==> src/rtl/core/b64c_pkg.sv <==
// Shared types, character codes and alphabet helpers for the Base64 codec.
`default_nettype none

package b64c_pkg;

  localparam int unsigned RunLen = 5;

  localparam logic [7:0] PAD_CHAR     = 8'h3D;
  localparam logic [7:0] NEWLINE_CHAR = 8'h0A;

  localparam logic MODE_ENCODE = 1'b0;
  localparam logic MODE_DECODE = 1'b1;

  // one input beat
  typedef struct packed {
    logic [7:0] data_byte;
    logic       has_byte;
    logic       end_of_input;
  } in_item_t;

  // one result beat
  typedef struct packed {
    logic [7:0] out_byte;
    logic       last_in_run;
  } out_item_t;

  // all results caused by one input beat
  typedef struct packed {
    logic [RunLen-1:0][7:0] bytes;
    logic [2:0]             count;
  } run_t;

  typedef struct packed {
    logic       ok;
    logic [5:0] val;
  } sextet_t;

  // map a 6-bit value onto the alphabet A-Z a-z 0-9 + /
  function automatic logic [7:0] enc_char(input logic [5:0] v);
    logic [7:0] c;
    if (v < 6'd26) begin
      c = 8'h41 + {2'b00, v};
    end else if (v < 6'd52) begin
      c = 8'h61 + {2'b00, v} - 8'd26;
    end else if (v < 6'd62) begin
      c = 8'h30 + {2'b00, v} - 8'd52;
    end else if (v == 6'd62) begin
      c = 8'h2B;
    end else begin
      c = 8'h2F;
    end
    return c;
  endfunction

  // map an alphabet character back to its 6-bit value; ok low for anything else
  function automatic sextet_t dec_char(input logic [7:0] c);
    sextet_t s;
    s.ok  = 1'b1;
    s.val = 6'd0;
    if (c >= 8'h41 && c <= 8'h5A) begin
      s.val = 6'(c - 8'h41);
    end else if (c >= 8'h61 && c <= 8'h7A) begin
      s.val = 6'(c - 8'h61 + 8'd26);
    end else if (c >= 8'h30 && c <= 8'h39) begin
      s.val = 6'(c - 8'h30 + 8'd52);
    end else if (c == 8'h2B) begin
      s.val = 6'd62;
    end else if (c == 8'h2F) begin
      s.val = 6'd63;
    end else begin
      s.ok = 1'b0;
    end
    return s;
  endfunction

endpackage

`default_nettype wire

==> src/rtl/core/base64_codec_unit.sv <==
// Top level of the streaming Base64 encoder / decoder.
//
// Usage:
//   Input channel in_valid/in_ready/in_item carries one byte (or a bare end
//   marker) per beat; end_of_input flushes the partial group. Output channel
//   out_valid/out_ready/out_item carries one character or byte per beat, with
//   last_in_run marking the final result caused by an input beat. cfg_we/cfg_wdata write
//   the mode (0 encode, 1 decode); the user does so only while the block idles, unchecked by the block.
// Timing: the first result of an input beat is offered the cycle after the
//   beat is accepted when no run is draining; the rest follow one per cycle
//   while out_ready is high. Throughput: an input beat is taken every cycle
//   while the output keeps up; each beat yields 0 to 5 results and the
//   output moves one per cycle under the same condition; a beat that flushes
//   a partial group with its newline yields five results.
// Stall: a draining run register plus one pending run register sit between
//   the two sides; beats with no result keep being taken, one beat with
//   results parks in the pending register, and then in_ready drops until the
//   receiver takes the last result of the draining run.
// Reset: synchronous rst clears the mode to encode, the group count, the
//   halt flag, the output position and the valid flags of both run registers.
`default_nettype none

module base64_codec_unit (
  input  wire                   clk,
  input  wire                   rst,
  input  wire                   cfg_we,
  input  wire                   cfg_wdata,
  input  wire                   in_valid,
  output logic                  in_ready,
  input  b64c_pkg::in_item_t    in_item,
  output logic                  out_valid,
  input  wire                   out_ready,
  output b64c_pkg::out_item_t   out_item
);

  // configuration and group state
  logic             mode;
  logic [7:0]       store [3];
  logic [1:0]       fill;
  logic [1:0]       fill_next;
  logic             halted;
  logic             halted_next;
  logic             store_we;
  logic [1:0]       store_idx;

  // run registers
  b64c_pkg::run_t   run_new;
  b64c_pkg::run_t   cur_run;
  b64c_pkg::run_t   pend_run;
  logic             cur_valid;
  logic             pend_valid;
  logic [2:0]       cur_pos;

  logic             accept;
  logic             cur_last;
  logic             cur_done;
  logic             cur_free;

  // encode datapath
  logic [1:0]       enc_fill;
  logic [7:0]       e0, e1, e2, eb1, eb2;
  logic [1:0]       enc_cnt;
  logic             enc_full;
  logic             enc_emit;
  logic [7:0]       c0, c1, c2, c3;

  // decode datapath
  logic             take;
  logic             dec_full;
  logic [7:0]       d0, d1, d2, d3;
  logic [2:0]       dec_cnt;
  logic             dec_emit;
  b64c_pkg::sextet_t s0, s1, s2, s3;
  logic             ok01, bad01, use2, bad2, p1, use3, p2, bad3, halt_set;
  logic [5:0]       v2z;
  logic [7:0]       y0, y1, y2;

  assign accept   = in_valid && in_ready;
  assign in_ready = !pend_valid;

  // build the run of results for the beat on the input
  always_comb begin
    run_new     = '0;
    fill_next   = fill;
    halted_next = halted;
    store_we    = 1'b0;
    store_idx   = 2'd0;

    // encode: clamp a full count left over from decode mode
    enc_fill = (fill == 2'd3) ? 2'd2 : fill;
    e0 = (in_item.has_byte && enc_fill == 2'd0) ? in_item.data_byte : store[0];
    e1 = (in_item.has_byte && enc_fill == 2'd1) ? in_item.data_byte : store[1];
    e2 = (in_item.has_byte && enc_fill == 2'd2) ? in_item.data_byte : store[2];
    enc_cnt  = in_item.has_byte ? enc_fill + 2'd1 : fill;
    enc_full = in_item.has_byte && enc_cnt == 2'd3;
    enc_emit = enc_full || (in_item.end_of_input && enc_cnt != 2'd0);
    eb1 = (enc_cnt > 2'd1) ? e1 : 8'd0;
    eb2 = (enc_cnt > 2'd2) ? e2 : 8'd0;
    c0  = b64c_pkg::enc_char(e0[7:2]);
    c1  = b64c_pkg::enc_char({e0[1:0], eb1[7:4]});
    c2  = (enc_cnt > 2'd1) ? b64c_pkg::enc_char({eb1[3:0], eb2[7:6]})
                           : b64c_pkg::PAD_CHAR;
    c3  = (enc_cnt > 2'd2) ? b64c_pkg::enc_char(eb2[5:0]) : b64c_pkg::PAD_CHAR;

    // decode: gather the group with the new character in place
    take     = in_item.has_byte && !halted;
    dec_full = take && fill == 2'd3;
    d0 = (take && fill == 2'd0) ? in_item.data_byte : store[0];
    d1 = (take && fill == 2'd1) ? in_item.data_byte : store[1];
    d2 = (take && fill == 2'd2) ? in_item.data_byte : store[2];
    d3 = in_item.data_byte;
    dec_cnt  = dec_full ? 3'd4 : (take ? {1'b0, fill} + 3'd1 : {1'b0, fill});
    dec_emit = dec_full || (in_item.end_of_input && !halted && dec_cnt != 3'd0);
    s0 = b64c_pkg::dec_char(d0);
    s1 = b64c_pkg::dec_char(d1);
    s2 = b64c_pkg::dec_char(d2);
    s3 = b64c_pkg::dec_char(d3);
    ok01  = dec_cnt >= 3'd2 && s0.ok && s1.ok;
    bad01 = dec_cnt >= 3'd2 && !(s0.ok && s1.ok);
    use2  = dec_cnt >= 3'd3 && d2 != b64c_pkg::PAD_CHAR;
    bad2  = ok01 && use2 && !s2.ok;
    p1    = ok01 && use2 && s2.ok;
    use3  = dec_cnt == 3'd4 && d3 != b64c_pkg::PAD_CHAR;
    p2    = ok01 && !bad2 && use3 && s3.ok;
    bad3  = ok01 && !bad2 && use3 && !s3.ok;
    halt_set = dec_emit && (bad01 || bad2 || bad3);
    v2z = use2 ? s2.val : 6'd0;
    y0  = {s0.val, s1.val[5:4]};
    y1  = {s1.val[3:0], s2.val[5:2]};
    y2  = {v2z[1:0], s3.val};

    if (mode == b64c_pkg::MODE_ENCODE) begin
      if (enc_emit) begin
        run_new.bytes[0] = c0;
        run_new.bytes[1] = c1;
        run_new.bytes[2] = c2;
        run_new.bytes[3] = c3;
        run_new.bytes[4] = b64c_pkg::NEWLINE_CHAR;
        run_new.count    = in_item.end_of_input ? 3'd5 : 3'd4;
      end else begin
        run_new.bytes[0] = b64c_pkg::NEWLINE_CHAR;
        run_new.count    = in_item.end_of_input ? 3'd1 : 3'd0;
      end
      fill_next   = (in_item.end_of_input || enc_full) ? 2'd0 : enc_cnt;
      halted_next = in_item.end_of_input ? 1'b0 : halted;
      store_we    = in_item.has_byte;
      store_idx   = enc_fill;
    end else begin
      run_new.bytes[0] = y0;
      run_new.bytes[1] = p1 ? y1 : y2;
      run_new.bytes[2] = y2;
      run_new.count    = (dec_emit && ok01) ? 3'd1 + {2'b00, p1} + {2'b00, p2} : 3'd0;
      fill_next   = (in_item.end_of_input || dec_full) ? 2'd0 : dec_cnt[1:0];
      halted_next = in_item.end_of_input ? 1'b0 : (halted || halt_set);
      store_we    = take && fill != 2'd3;
      store_idx   = fill;
    end
  end

  // hold the mode and group state
  always_ff @(posedge clk) begin
    if (rst) begin
      mode   <= b64c_pkg::MODE_ENCODE;
      fill   <= 2'd0;
      halted <= 1'b0;
    end else begin
      if (cfg_we) begin
        mode <= cfg_wdata;
      end
      if (accept) begin
        fill   <= fill_next;
        halted <= halted_next;
      end
    end
  end

  // store the group character or byte
  always_ff @(posedge clk) begin
    for (int i = 0; i < 3; i++) begin
      if (accept && store_we && store_idx == 2'(i)) begin
        store[i] <= in_item.data_byte;
      end
    end
  end

  assign cur_last = cur_pos == (cur_run.count - 3'd1);
  assign cur_done = cur_valid && out_ready && cur_last;
  assign cur_free = !cur_valid || cur_done;

  // advance the draining run, refill from the pending run or the input
  always_ff @(posedge clk) begin
    if (rst) begin
      cur_valid  <= 1'b0;
      pend_valid <= 1'b0;
      cur_pos    <= 3'd0;
    end else begin
      if (pend_valid && cur_free) begin
        cur_run    <= pend_run;
        cur_valid  <= 1'b1;
        cur_pos    <= 3'd0;
        pend_valid <= 1'b0;
      end else if (accept && run_new.count != 3'd0 && cur_free) begin
        cur_run   <= run_new;
        cur_valid <= 1'b1;
        cur_pos   <= 3'd0;
      end else begin
        if (accept && run_new.count != 3'd0) begin
          pend_run   <= run_new;
          pend_valid <= 1'b1;
        end
        if (cur_done) begin
          cur_valid <= 1'b0;
        end else if (cur_valid && out_ready) begin
          cur_pos <= cur_pos + 3'd1;
        end
      end
    end
  end

  assign out_valid            = cur_valid;
  assign out_item.out_byte    = cur_run.bytes[cur_pos];
  assign out_item.last_in_run = cur_last;

`ifndef SYNTHESIS
  a_pend_behind_cur: assert property (@(posedge clk) disable iff (rst)
    pend_valid |-> cur_valid)
    else $error("pending run without a draining run");

  a_pos_in_run: assert property (@(posedge clk) disable iff (rst)
    cur_valid |-> (cur_run.count != 3'd0 && cur_pos < cur_run.count))
    else $error("output position outside its run");

  a_eoi_clears: assert property (@(posedge clk) disable iff (rst)
    (accept && in_item.end_of_input) |=> (fill == 2'd0 && !halted))
    else $error("end of input left group state behind");

  a_stall_holds: assert property (@(posedge clk) disable iff (rst)
    (cur_valid && !out_ready) |=> (cur_valid && $stable(cur_pos)))
    else $error("draining run moved under stall");

  a_no_result_on_idle_decode: assert property (@(posedge clk) disable iff (rst)
    (mode == b64c_pkg::MODE_DECODE && accept && halted && !in_item.end_of_input)
      |-> run_new.count == 3'd0)
    else $error("halted decoder produced a result");
`endif

endmodule

`default_nettype wire

==> config.mk <==
export PLATFORM = sky130hd
export DESIGN_NAME = base64_codec_unit
export DESIGN_NICKNAME = d
export VERILOG_FILES = /design/src/rtl/core/b64c_pkg.sv /design/src/rtl/core/base64_codec_unit.sv
export SDC_FILE = /design/constraint.sdc
export NUM_CORES = 1
export LEC_CHECK = 0
export BUFFER_PORTS_ARGS = -buffer_cell sky130_fd_sc_hd__buf_4
export CAP_MARGIN = 30
export CORE_MARGIN = 1
export CORE_UTILIZATION = 30
export DETAILED_ROUTE_END_ITERATION = 6
export PLACE_DENSITY_LB_ADDON = 0.2
export SLEW_MARGIN = 20
export SYNTH_ARGS = -nofsm -noshare
export SYNTH_HDL_FRONTEND = slang
export SYNTH_SLANG_ARGS = --single-unit
==> constraint.sdc <==
create_clock -name clk -period 8 [get_ports clk]
set_clock_uncertainty 0.05 [all_clocks]
set_input_delay 0 -clock clk [delete_from_list [all_inputs] [get_ports clk]]
set_output_delay 0 -clock clk [all_outputs]
set_load 0.03 [all_outputs]
Word level (Yosys, flattened, before mapping). Memory sizes are Yosys's and may differ from the RTL's. Cells that the tools add are included.

Memories: 1. Register bits: 95. Logic and storage cells: 324. Input bits: 16. Memory bits (writable): 24.

Order comparisons: 41. Bitwise operators: 4. Equality and inequality tests: 25. Muxes and demuxes: 106. Reductions and logical operators: 83. $add $sub $neg: 46.

Memories: store (words 3, width 8, rd ports 3, clocked after memory_dff 0, write ports 1, RTL line base64_codec_unit.sv:38) `logic [7:0] store [3];`.

Operator list (number): 8-bit two-way mux (26); 6-bit two-way mux (20); 43-bit two-way mux (2); 7-bit by 6-bit adder with 8-bit output, first input constant (8); 8-bit by 6-bit == test with 1-bit output, second input constant (8); 8-bit by 7-bit >= comparator with 1-bit output, second input constant (8); 8-bit by 7-bit less-or-equal comparator with 1-bit output, second input constant (8); 1-bit logical AND (50); 6-bit less-than comparator, second input constant (8); 6-bit subtractor, second input constant (8); 1-bit two-way mux (37); 8-bit by 6-bit >= comparator with 1-bit output, second input constant (4); 8-bit by 6-bit less-or-equal comparator with 1-bit output, second input constant (4); 7-bit by 6-bit subtractor with 8-bit output, second input constant (4); 8-bit by 5-bit subtractor with 8-bit output, second input constant (4); 6-bit by 6-bit adder with 7-bit output, first input constant (4); 28-bit two-way mux (1); 27-bit two-way mux (1); 6-bit by 5-bit adder with 6-bit output, second input constant (4); 6-bit adder, second input constant (4); 8-bit binary-select mux with 3-bit select (1); 6-bit == test, second input constant (4); 6-bit by 5-bit less-than comparator with 1-bit output, second input constant (4); 6-bit by 1-bit subtractor with 6-bit output, second input constant (4); 31 further kinds (79).

Depth between registers and ports, before layout.
Depth in word-level cells: 26. Depth in mapped cells: 23. Mapped depth without buffers: 20.

Worst setup path after synthesis. Ideal clock, no wire load.

Kind: register -> register. Start point: reg fill[0]. End point: reg pend_run[0] in the netlist's numbering, enable pin. Setup slack: 0.893 ns. Setup time: 0.478 ns. Stages on the path, launching flop included: 21. Data required time: 7.472 ns. Period minus slack after synthesis: 7.107 ns. Arrival: 6.578 ns. Path through: dfxtp_1 -> clkbuf_1 -> inv_1 -> ha_1 -> nand3b_1 -> buf_6 -> clkbuf_1 -> mux2_2 -> inv_1 -> ha_1 -> a21boi_0 -> a211oi_1 -> o32ai_4 -> a31oi_4 -> and2_1 -> buf_6 -> inv_4 -> ha_1 -> nand2_1 -> a41o_1 -> nor3b_1.

Word-level cells in the longest chain between the ends: 25. Elaborated cells between the ends (all ways): 100. Those cells by class: add/sub (4); order compare (20); eq/ne (12); mux (25); bitwise (1); reduce/logical (38).

RTL lines: start: declaration (RTL line base64_codec_unit.sv:39) `logic [1:0] fill;`; start signal: assignment (RTL line base64_codec_unit.sv:171) `fill <= fill_next;`; branches (longest 19 deep; another with 8-bit by 6-bit >= comparator with 1-bit output); 27-bit two-way mux (*) (RTL line base64_codec_unit.sv:132) `if (mode == b64c_pkg::MODE_ENCODE) begin`; 3-bit nonzero test (*) (RTL line base64_codec_unit.sv:202, base64_codec_unit.sv:207); 1-bit logical AND (*) (RTL line base64_codec_unit.sv:202, base64_codec_unit.sv:207); 1-bit logical AND (RTL line base64_codec_unit.sv:202) `end else if (accept && run_new.count != 3'd0 && cur_free) begin`; 1-bit inverter (no source line); 4-bit AND reduction (no source line) (*); end signal: assignment (RTL line base64_codec_unit.sv:208) `pend_run <= run_new;`; end: declaration (RTL line base64_codec_unit.sv:49) `b64c_pkg::run_t pend_run;`.

Mark *: on every way between the ends. A chain may end at the register's enable or synchronous reset.

Worst setup path after layout.
Start point: reg fill[1]. End point: reg pend_run[10] in the netlist's numbering, enable pin.

The elaborated chain is that of the path after synthesis.

==> flow_summary.toml <==
[pwr]
p_switching_w = 0.000407
power_density_nw_per_um2 = 130
seqPwrFrac_pct = 46.0
p_clk_share_pct = 31.9
swShare_pct = 30.4
p_comb_share_pct = 22.1
vdd_drop_max_uv = 108
finalPower_w = 0.00134
cell_internal_pwr_w = 0.000933
p_leak_nw = 3.84

[final_layout]
nets = 1098
area_growth_pct = 10.1
fin_area_um2 = 10300
antenna_cells = 0
final_cells = 1424
drive_gt1_share_pct = 14.8
fillers = 3115
final_common_cell = "edfxtp_1"
layout_common_cells = "edfxtp_1 (94), nand2_1 (83), o21ai_0 (66), nor2_1 (66), ha_1 (59)"

[synth]
ys_ff_latch = 103
async_flop_share_pct = 0
synth_edf_count = 94
netlist_area_um2 = 9360
mappedNetlistNets = 1085
syn_area_per_cell_um2 = 9.27
synth_ff_type = "edfxtp_1"
synth_seq_area_share_pct = 32.1
synthCells = 1010
ys_types = 99
synth-warning-count = 0

[detailed_routing]
drtAntennaViolNets = 0
avgRoutedWirePerCell_um = 20.6
routed_wl_mm = 29.3
drt_iter0_drc = 864
routed_via_density = 5.62
vias = 7997
drt-pass1-iter-count = 6
drc = 0

[sta]
period_share_pct = 76.2
max_freq_mhz = 164
fin_setup_tns_ns = 0
hold_violations = 0
rsz0062_at_grt = "no"
tightest_slew_ns = 1.01
timing.max_slew.rel_slack_pct = 32.7
setup_viol = 0
report.final.slew_viol_count = 0
fin_ws_ns = 1.90
period_minus_slack_ns = 6.10

[outcome]
status = "completed"

[worst_hold_path]
hold_path.class = "input port to flip-flop"

[clocking]
clkSinkCount = 103
clk_path_buf_depth = 2
clkLatencyLatePin_ns = 0.36
tritoncts = "yes"
cts_root_buf = "clkbuf_16"
htreeDepth = 3
cts_resized = 0
post_cts_buffers = 0
numCtsBuffers = 9
clkTransAtPathRegs_ns = 0.07

[setup_path]
slowest_delay_ns = 0.72
worst_ep_required_time_ns = 8.02
crit_path_max_fanout = 24
worst_path_most_repeated_cell = "ha_1"
crit_arrival_ns = 6.12
crit_chain = "ha_1 -> nand3b_1 -> o21ai_0 -> inv_1 -> ha_1 -> nor2b_1 -> o21ai_0 -> and2_1 -> nor2_2 -> a31oi_4 -> and2_1 -> inv_4 -> ha_1 -> nand2_1 -> a41o_1 -> nor3b_2 -> buf_4 -> buf_12"
startpoint_type = "flip-flop"
slowest_stage = "o21ai_0"
end_kind = "flip-flop"
r2r_setup_slack_ns = 1.90
critical_path_class = "flip-flop to flip-flop"

[placement]
place_area_um2 = 9860
portBuffers = 26
gp_congestion = 0.903
dp_cells = 1390
hpwl_mm = 22.0
pre_cts_ws_ns = 1.77

[floorplan]
start_util_pct = 30.5
ios = 27
design.core.area_um2 = 30700
chipWidth_um = 179
dieArea_um2 = 31900
fp-row-count = 64
die_y_um = 179

[grt]
antenna_found_initial = 0
grt-ovfl-total = 0
grt_pass1_wl_mm = 44.9
grt_start_max_net_pins = 43
grt_pass1_vias = 7250
grtUsageTotal_pct = 18.6

[job]
drv_cap = 0
final timing paths:
path | startpoint | to | cells after the start
min | out_ready | cur_pos[0] | 5
min reg2reg | pend_run[27] | cur_run[27] | 1
max | fill[1] | pend_run[10] | 18
max reg2reg | fill[1] | pend_run[10] | 18
kinds of logic (layout without fill, tap and decap cells):
logic type                 Yosys count  in the layout  share of synthesized area, %
buffers and inverters              109            127                          5.32
adders and majority gates           59             59                          7.88
and+or+nand+nor                    325            325                          17.9
muxes                               83             83                          11.0
xor gates and xnor gates            35             35                          3.27
DFF                                103            103                          32.1
AOI/OAI and AO/OA                  296            296                          22.6
layout make-up:
class	count	area, um2	area share (%)
flip-flops and latches	103	3000	29.1
repair buffers	52	443	4.30
multi-input cells	798	5870	57.0
clock inverters	4	36.3	0.352
well taps	396	495	4.81
inverters	59	224	2.17
clock buffers	12	236	2.29
worst max-delay path: cells and delay by family (launching register included):
kind | cells | cell delay, ns
buffers and inverters | 4 | 0.79
AOI/OAI and AO/OA | 4 | 1.39
adders and majority gates | 3 | 0.91
and+or+nand+nor | 7 | 1.99
DFF | 1 | 0.65
sequential cells by signal (all words and copies together), names as in the netlist:
name / cells
cur_run: 35
cur_pos: 3
out_valid: 1
halted: 1
mode: 1
store: 24
fill: 2
pend_run: 35
pend_valid: 1
routing by layer:
| metal | share of wire, % | track usage [%] | vias up |
|---|---|---|---|
| met3 | 5.5 | 2.76 | 20 |
| li1 | - | - | 3830 |
| met5 | 0 | 0 | - |
| met4 | 0.90 | 3.14 | 0 |
| met1 | 48 | 27.0 | 3888 |
| met2 | 46 | 29.3 | 259 |
power groups by stage:
stage / clock network [W] / logic (W) / registers, W
6_report: 0.000427 / 0.000297 / 0.000617
5_1_grt: 0.000451 / 0.000324 / 0.000618
4_1_cts: 0.000436 / 0.000294 / 0.000617
3_5_place_dp: 0 / 0.000285 / 0.000629
3_3_place_gp: 0 / 0.000288 / 0.000629
2_1_floorplan: 0 / 0.000208 / 0.000624
metrics by stage:
step           hold WS, ns  utilization (%)
2_1_floorplan       0.0489                -
3_3_place_gp         0.198             32.2
3_5_place_dp         0.206             32.2
4_1_cts             0.0350             33.6
5_1_grt             0.0743             33.6
6_report            0.0402             33.6
repair_timing:
item                                    in CTS  in global routing
hold endpoints to repair                    33                  0
hold buffers                                16                  0
endpoints found under the setup margin       0                  0
cells in the mapped netlist, types with 21 or more instances:
cell       n  share of area [%]
edfxtp_1  94                 30
nand2_1   83                3.3
nor2_1    66                2.6
o21ai_0   66                3.5
ha_1      59                7.9
inv_1     54                2.2
a21oi_1   48                2.6
nand3_1   39                2.1
mux2_2    37                4.5
nor3_1    31                1.7
xnor2_1   29                2.7
mux2i_1   28                3.0
nor2b_1   21                1.4
Note: power is estimated with default switching activity, not from simulation.
